$ cat config.mk
export PLATFORM = sky130hd
export DESIGN_NAME = hlva_front
export DESIGN_NICKNAME = d
export VERILOG_FILES = /design/src/rtl/hough_line_vote_accumulator_top_defines.svh /design/src/rtl/hlva_pkg.sv /design/src/rtl/hlva_front.sv
export SDC_FILE = /design/constraint.sdc
export NUM_CORES = 1
export LEC_CHECK = 0
export BUFFER_PORTS_ARGS = -buffer_cell sky130_fd_sc_hd__clkbuf_2
export CORE_ASPECT_RATIO = 2
export CORE_UTILIZATION = 30
export DETAILED_ROUTE_END_ITERATION = 8
export PLACE_DENSITY = 0.6
export SLEW_MARGIN = 10
export SYNTH_ARGS = -nofsm -noshare
export SYNTH_HDL_FRONTEND = slang
export SYNTH_SLANG_ARGS = --single-unit
$ cat constraint.sdc
create_clock -name clk_i -period 3.35 [get_ports clk_i]
set_input_delay 0.1675 -clock clk_i [delete_from_list [all_inputs] [get_ports clk_i]]
set_output_delay 0.1675 -clock clk_i [all_outputs]
set_load 0.05 [all_outputs]
$ cat src/rtl/hough_line_vote_accumulator_top_defines.svh
// ----------------------------------------------------------------------------
// Hough line vote accumulator assertion macros
// Shared concurrent assertion forms for the accumulator RTL.
// ----------------------------------------------------------------------------
`ifndef HOUGH_LINE_VOTE_ACCUMULATOR_TOP_DEFINES_SVH
`define HOUGH_LINE_VOTE_ACCUMULATOR_TOP_DEFINES_SVH

// Checked on every clock edge outside reset.
`define HLVA_ASSERT(lbl, prop, msg) \
  lbl: assert property (@(posedge clk_i) disable iff (!rst_ni) (prop)) else $error(msg);

// Checked on every clock edge, reset included.
`define HLVA_ASSERT_ALWAYS(lbl, prop, msg) \
  lbl: assert property (@(posedge clk_i) (prop)) else $error(msg);

`endif

$ cat src/rtl/hlva_pkg.sv
`timescale 1ns / 1ps
// ----------------------------------------------------------------------------
// Hough line vote accumulator package
// Types, codes and the sine table shared by the accumulator modules.
// ----------------------------------------------------------------------------
package hlva_pkg;

  localparam int unsigned ANGLE_BINS  = 180;
  localparam int unsigned IDX_W       = 19;
  localparam int unsigned MAG_W       = 40;
  localparam int unsigned XS_W        = 31;
  localparam int unsigned PR_W        = 52;
  localparam int unsigned RECIP_SHIFT = 41;

  localparam logic [1:0] KIND_VOTE  = 2'd0;
  localparam logic [1:0] KIND_READ  = 2'd1;
  localparam logic [1:0] KIND_CLEAR = 2'd2;

  localparam logic CFG_HALF_RADIUS = 1'b0;
  localparam logic CFG_THRESHOLD   = 1'b1;

  localparam logic [20:0] RND_DIV   = 21'd1953125;
  localparam logic [20:0] RND_RECIP = 21'd1125899;
  localparam logic [39:0] HALF_UNIT = 40'd500000000;

  typedef enum logic [1:0] {OP_NONE, OP_VOTE, OP_READ, OP_CLEAR} op_e;

  typedef struct packed {
    op_e        op;
    logic [9:0] a;
    logic [9:0] b;
    logic [7:0] angle;
    logic [9:0] radius;
    logic       read_ok;
  } item_t;

  typedef struct packed {
    logic  valid;
    item_t item;
  } q_head_t;

  typedef struct packed {
    logic init;
    logic pop;
  } bk_stat_t;

  typedef struct packed {
    logic       valid;
    logic [7:0] k;
  } rad_req_t;

  typedef struct packed {
    logic             valid;
    logic             in_range;
    logic [IDX_W-1:0] idx;
  } rad_rsp_t;

  // sin(i degrees) in units of 1e-9, i = 0..90.
  function automatic logic [29:0] sin_tab(input logic [6:0] i);
    logic [29:0] v;
    case (i)
      7'd0:  v = 30'd0;         7'd1:  v = 30'd17452406;  7'd2:  v = 30'd34899497;
      7'd3:  v = 30'd52335956;  7'd4:  v = 30'd69756474;  7'd5:  v = 30'd87155743;
      7'd6:  v = 30'd104528463; 7'd7:  v = 30'd121869343; 7'd8:  v = 30'd139173101;
      7'd9:  v = 30'd156434465; 7'd10: v = 30'd173648178; 7'd11: v = 30'd190808995;
      7'd12: v = 30'd207911691; 7'd13: v = 30'd224951054; 7'd14: v = 30'd241921896;
      7'd15: v = 30'd258819045; 7'd16: v = 30'd275637356; 7'd17: v = 30'd292371705;
      7'd18: v = 30'd309016994; 7'd19: v = 30'd325568154; 7'd20: v = 30'd342020143;
      7'd21: v = 30'd358367950; 7'd22: v = 30'd374606593; 7'd23: v = 30'd390731128;
      7'd24: v = 30'd406736643; 7'd25: v = 30'd422618262; 7'd26: v = 30'd438371147;
      7'd27: v = 30'd453990500; 7'd28: v = 30'd469471563; 7'd29: v = 30'd484809620;
      7'd30: v = 30'd500000000; 7'd31: v = 30'd515038075; 7'd32: v = 30'd529919264;
      7'd33: v = 30'd544639035; 7'd34: v = 30'd559192903; 7'd35: v = 30'd573576436;
      7'd36: v = 30'd587785252; 7'd37: v = 30'd601815023; 7'd38: v = 30'd615661475;
      7'd39: v = 30'd629320391; 7'd40: v = 30'd642787610; 7'd41: v = 30'd656059029;
      7'd42: v = 30'd669130606; 7'd43: v = 30'd681998360; 7'd44: v = 30'd694658370;
      7'd45: v = 30'd707106781; 7'd46: v = 30'd719339800; 7'd47: v = 30'd731353702;
      7'd48: v = 30'd743144825; 7'd49: v = 30'd754709580; 7'd50: v = 30'd766044443;
      7'd51: v = 30'd777145961; 7'd52: v = 30'd788010754; 7'd53: v = 30'd798635510;
      7'd54: v = 30'd809016994; 7'd55: v = 30'd819152044; 7'd56: v = 30'd829037573;
      7'd57: v = 30'd838670568; 7'd58: v = 30'd848048096; 7'd59: v = 30'd857167301;
      7'd60: v = 30'd866025404; 7'd61: v = 30'd874619707; 7'd62: v = 30'd882947593;
      7'd63: v = 30'd891006524; 7'd64: v = 30'd898794046; 7'd65: v = 30'd906307787;
      7'd66: v = 30'd913545458; 7'd67: v = 30'd920504853; 7'd68: v = 30'd927183855;
      7'd69: v = 30'd933580426; 7'd70: v = 30'd939692621; 7'd71: v = 30'd945518576;
      7'd72: v = 30'd951056516; 7'd73: v = 30'd956304756; 7'd74: v = 30'd961261696;
      7'd75: v = 30'd965925826; 7'd76: v = 30'd970295726; 7'd77: v = 30'd974370065;
      7'd78: v = 30'd978147601; 7'd79: v = 30'd981627183; 7'd80: v = 30'd984807753;
      7'd81: v = 30'd987688341; 7'd82: v = 30'd990268069; 7'd83: v = 30'd992546152;
      7'd84: v = 30'd994521895; 7'd85: v = 30'd996194698; 7'd86: v = 30'd997564050;
      7'd87: v = 30'd998629535; 7'd88: v = 30'd999390827; 7'd89: v = 30'd999847695;
      7'd90: v = 30'd1000000000;
      default: v = 30'd0;
    endcase
    return v;
  endfunction

endpackage

$ cat src/rtl/hlva_front.sv
`timescale 1ns / 1ps
// ----------------------------------------------------------------------------
// Hough accumulator front end
// Accepts input transfers, classifies them and holds them in a two-entry queue.
// ----------------------------------------------------------------------------
module hlva_front (
  input  logic                clk_i,
  input  logic                rst_ni,
  input  logic                in_valid_i,
  output logic                in_ready_o,
  input  logic [1:0]          kind_i,
  input  logic [8:0]          row_i,
  input  logic [8:0]          column_i,
  input  logic                edge_req_i,
  input  logic [7:0]          angle_bin_i,
  input  logic [9:0]          radius_bin_i,
  input  logic [9:0]          h_i,
  input  hlva_pkg::bk_stat_t  stat_i,
  output hlva_pkg::q_head_t   head_o
);

  hlva_pkg::item_t ent_q [2];
  hlva_pkg::item_t cls;
  logic       wr_ptr_q, rd_ptr_q;
  logic [1:0] cnt_q;
  logic       push;

  always_comb begin
    cls.a       = 10'({1'b0, row_i}) + 10'd1;
    cls.b       = 10'({1'b0, column_i}) + 10'd1;
    cls.angle   = angle_bin_i;
    cls.radius  = radius_bin_i;
    cls.read_ok = (angle_bin_i < 8'(hlva_pkg::ANGLE_BINS))
                  && ({1'b0, radius_bin_i} < {h_i, 1'b0});
    case (kind_i)
      hlva_pkg::KIND_VOTE:  cls.op = edge_req_i ? hlva_pkg::OP_VOTE : hlva_pkg::OP_NONE;
      hlva_pkg::KIND_READ:  cls.op = hlva_pkg::OP_READ;
      hlva_pkg::KIND_CLEAR: cls.op = hlva_pkg::OP_CLEAR;
      default:              cls.op = hlva_pkg::OP_NONE;
    endcase
  end

  assign in_ready_o   = (cnt_q != 2'd2) && !stat_i.init;
  assign push         = in_valid_i && in_ready_o;
  assign head_o.valid = cnt_q != 2'd0;
  assign head_o.item  = ent_q[rd_ptr_q];

  always_ff @(posedge clk_i) begin
    if (push) begin
      ent_q[wr_ptr_q] <= cls;
    end
  end

  always_ff @(posedge clk_i or negedge rst_ni) begin
    if (!rst_ni) begin
      wr_ptr_q <= 1'b0;
      rd_ptr_q <= 1'b0;
      cnt_q    <= 2'd0;
    end else begin
      if (push) begin
        wr_ptr_q <= !wr_ptr_q;
      end
      if (stat_i.pop) begin
        rd_ptr_q <= !rd_ptr_q;
      end
      case ({push, stat_i.pop})
        2'b10:   cnt_q <= cnt_q + 2'd1;
        2'b01:   cnt_q <= cnt_q - 2'd1;
        default: cnt_q <= cnt_q;
      endcase
    end
  end

endmodule

After elaboration in Yosys (flattened, before gate mapping)
Memories as Yosys holds them, arrays and structs flattened.
Index checks and enable logic that the tools add are counted.
{ "classes": {"n_addsub": 4, "n_lt_le_gt_ge": 2, "n_eq_ne": 5, "mux": 5, "reduce_logical": 9} }
{ "ops": {"columns": ["cell", "n"], "rows": [
  ["9-bit by 1-bit adder with 10-bit output, second input constant", 2],
  ["10-bit by 11-bit < comparator with 1-bit output", 1],
  ["8-bit < comparator, second input constant", 1],
  ["2-bit one-hot mux with 3 select lines", 1],
  ["2-bit by 1-bit == test with 1-bit output, second input constant", 2],
  ["2-bit == test, second input constant", 2],
  ["2-bit one-hot mux with 2 select lines", 1],
  ["2-bit nonzero test", 2],
  ["1-bit logical AND", 3],
  ["1-bit zero test", 3],
  ["1-bit two-way mux", 3],
  ["2-bit by 1-bit adder with 2-bit output, second input constant", 1],
  ["2-bit zero test", 1],
  ["2-bit inequality test, second input constant", 1],
  ["2-bit by 1-bit subtractor with 2-bit output, second input constant", 1]
]} }
{ "word_totals": {"regBits": 4, "mem_bits_rw": 82, "inputBits": 54, "out_inout_bits": 43, "elab_cells": 29, "memories": 1} }
{ "memory_table": {"columns": ["memory", "words", "word_bits", "read_ports", "rd_clocked_by_memory_dff", "wr", "line", "text"], "rows": [
  ["ent_q", 2, 41, 1, 0, 1, "hlva_front.sv:22", "hlva_pkg::item_t ent_q [2];"]
]} }

Logic depth before layout (Yosys ltp)
{ "logic_depth": {"word_depth": 5, "mapped_depth": 7, "depth_no_buf": 7} }

Least setup slack after synthesis
Ideal clock, no wire load.
{ "synth_timing": {"path_type": "reg-to-reg", "start": "register cnt_q[0]", "end": "memory ent_q[0][0] (netlist bit), enable pin", "setup_ns": 0.440, "t_arrival_ns": 3.285, "required_time_ns": 2.910, "setup_slack_ns": -0.375, "path_stages_with_launch": 5, "n_path_buf": 0, "synth_period_minus_slack_ns": 3.725, "path_cell_list": "dfrtp_1 inv_1 a21oi_1 nand2_1 nor2_1"} }
{ "synth_via": {"elab_chain_len": 5} }
{ "synth_rtl": {"columns": ["item", "line", "text"], "rows": [
  ["from (decl)", "hlva_front.sv:25", "logic [1:0] cnt_q;"],
  ["from (signal assigned)", "hlva_front.sv:67", "2'b10: cnt_q <= cnt_q + 2'd1;"],
  ["from (signal assigned)", "hlva_front.sv:68", "2'b01: cnt_q <= cnt_q - 2'd1;"],
  ["from (signal assigned)", "hlva_front.sv:69", "default: cnt_q <= cnt_q;"],
  ["2-bit inequality test", "hlva_front.sv:43", "assign in_ready_o = (cnt_q != 2'd2) && !stat_i.init;"],
  ["1-bit logical AND", "hlva_front.sv:43", null],
  ["net in_ready_o", "hlva_front.sv:10", "output logic in_ready_o,"],
  ["1-bit logical AND", "hlva_front.sv:44", "assign push = in_valid_i && in_ready_o;"],
  ["1-bit two-way mux", "hlva_front.sv:49", "if (push) begin"],
  ["1-bit two-way mux (not written as such)", "hlva_front.sv:50", "ent_q[wr_ptr_q] <= cls;"],
  ["to (decl)", "hlva_front.sv:22", null]
]} }
The timed path passes the listed nets, and every way through them passes these cells.

==> flow_metrics.env <==
export IMPL_start_util=0.311
export IMPL_clk_pin_slew_ns=0.06
export IMPL_fp_dieH_microns=159
export IMPL_antenna_found_initial=0
export IMPL_setup_violations=0
export IMPL_gp_congestion=0.752
export IMPL_syn_area_sq_um=3680
export IMPL_report_final_slew_viol_count=0
export IMPL_clk_latency_ns=0.33
export IMPL_outcome="completed"
export IMPL_core_area_sq_um=11800
export IMPL_reg2reg_setup_slack_ns=1.37
export IMPL_hold_class="in2reg"
export IMPL_dp_hpwl_microns=5010
export IMPL_vias_per_cell=4.51
export IMPL_grt_use_total=0.116
export IMPL_worstSetupPathType="reg2out"
export IMPL_wl_per_cell_microns=14.6
export IMPL_routed_wirelength_microns=6890
export IMPL_grt_pass1_vias=2204
export IMPL_synth_cells=220
export IMPL_cp_max_fo=42
export IMPL_area_growth_pct=26.1
export IMPL_fmax_mhz=454
export IMPL_yosys_warnings=0
export IMPL_drv_cap=0
export IMPL_drt_iter0_drc=62
export IMPL_setup_ws_ns=1.15
export IMPL_cts_sinks=86
export IMPL_dp_cells=457
export IMPL_startpoint_type="register"
export IMPL_post_place_ws_ns=1.33
export IMPL_overflow=0
export IMPL_crit_required_ns=3.18
export IMPL_die_area_sq_um=12700
export IMPL_cp_end_kind="output pin"
export IMPL_powerDensity_nw_per_um2=815
export IMPL_synth_area_leaders="edfxtp_1 67%, mux2_2 13%, ha_1 4.1%, xnor2_1 3.1%, dfrtp_1 2.7%"
export IMPL_numCtsBuffers=9
export IMPL_grt_pass1_wl_microns=10600
export IMPL_io_buffers=96
export IMPL_power_w=0.00378
export IMPL_nets=390
export IMPL_synth_seq_area_share=0.697
export IMPL_synth_distinct_cells=26
export IMPL_root_buffer="clkbuf_16"
export IMPL_syn_mean_instance_area_sq_um=16.7
export IMPL_ir_drop_mv=0.351
export IMPL_fin_crit_sh=0.657
export IMPL_row_count=56
export IMPL_synthTopCellsByCount="82 x edfxtp_1, 41 x mux2_2, 13 x inv_1, 13 x xnor2_1, 12 x ha_1"
export IMPL_p_leak_nw=1.83
export IMPL_finalSetupTns_ns=0
export IMPL_io_pin_count=97
export IMPL_stdcell_count=473
export IMPL_synth_most_common_cell="edfxtp_1"
export IMPL_tightest_slew_ns=1.02
export IMPL_die_w_microns=80.3
export IMPL_synth_top_cell_area_share=0.670
export IMPL_finalHoldViolations=0
export IMPL_synth_edf_count=82
export IMPL_clockBufferDepth=2
export IMPL_tritoncts="done"
export IMPL_skew_ns=0.00571
export IMPL_synth_nets=286
export IMPL_vias=2135
export IMPL_htreeDepth=3
export IMPL_synth_flop_cell="edfxtp_1"
export IMPL_relSlewSlack=0.318
export IMPL_cp_arrival_ns=2.03
export IMPL_synth_area_leader_cell="edfxtp_1"
export IMPL_rsz0062_at_grt="no"
export IMPL_drive_above_1_share=0.485
export IMPL_drc=0
export IMPL_dr_pass1_iters=4
export IMPL_diodes=0
export IMPL_synth_async_sr_flop_share=0.0465
export IMPL_synth_seq_cells=86
export IMPL_detail_route_antenna_nets=0
export IMPL_grt_max_degree=43
export IMPL_period_needed_ns=2.20
[repair_timing]
action / 4_1_cts / 5_1_grt
hold buffers: 1 / 0
buffers inserted: 0 / 0
resized for setup: 0 / 0
endpoints found under the hold margin: 4 / 0
[layout make-up]
class | count | area (sq um)
sequential | 86 | 2560
fill | 1152 | 7200
tap | 145 | 181
inverter | 13 | 48.8
clock buffer | 12 | 236
clock inverter | 3 | 46.3
multi-input combinational | 116 | 1050
timing repair buffer | 98 | 510
[per-layer routing]
layer	track usage	vias to the layer above	wire length (microns)
li1	-	1031	-
met1	0.105	1041	2290
met2	0.224	51	4080
met3	0.0287	12	319
met4	0.0655	0	193
met5	0	-	0
[metrics by stage]
step / hold slack (ns) / instance area [sq um] / util
2_1_floorplan: -0.128 / 3680 / -
3_3_place_gp: -0.0235 / 4340 / 0.367
6_report: 0.0354 / 4640 / 0.392
3_5_place_dp: -0.0187 / 4340 / 0.367
5_1_grt: 0.0311 / 4640 / 0.392
4_1_cts: 0.0253 / 4640 / 0.392
[registers in the layout, indices dropped and copies added, names as in the netlist]
register / count
ent_q: 82
wr_ptr_q: 1
cnt_q: 2
rd_ptr_q: 1
[report_power, final]
group          internal, W  switching, W
Clock             0.000575      0.000363
Combinational     0.000410      0.000937
Sequential         0.00135      0.000144
Total              0.00233       0.00144
[worst max-delay path, stage by stage (launching register included)]
cell	delay, ns
dfrtp_2	1.02
mux2_2	0.43
clkbuf_2	0.24
[placed cells by master (no fill, tap or decap), types with 3 or more instances in the layout]
master	netlist	routed
nand3_1	9	9
clkbuf_16	0	9
a21oi_1	5	5
inv_1	13	13
xor2_1	6	6
nor2_1	4	3
mux2_2	41	41
clkbuf_2	0	96
clkbuf_1	0	3
nand2_1	5	5
o21ai_0	4	4
dfrtp_1	4	3
ha_1	12	12
xnor2_1	13	13
edfxtp_1	82	82
[cell families after synthesis]
| group | share of synthesized area |
|---|---|
| flops | 0.697 |
| mux | 0.126 |
| xor+xnor | 0.0453 |
| buf+inv | 0.0201 |
| fa+ha+maj | 0.0408 |
| compound gates | 0.0214 |
| simple gates | 0.0500 |
[path summary, 6_finish.rpt]
| path | endpoint | cells past startpoint | startpoint |
|---|---|---|---|
| min in group asynchronous | cnt_q[0] | 2 | rst_ni |
| max | head_o[34] | 2 | rd_ptr_q |
| max reg2reg | ent_q[0][19] | 5 | cnt_q[0] |
| min reg2reg | cnt_q[1] | 1 | cnt_q[1] |
| max in group asynchronous | rd_ptr_q | 2 | rst_ni |
| min | ent_q[0][12] | 1 | angle_bin_i[1] |
No activity file was read; power rests on OpenSTA's default activity.
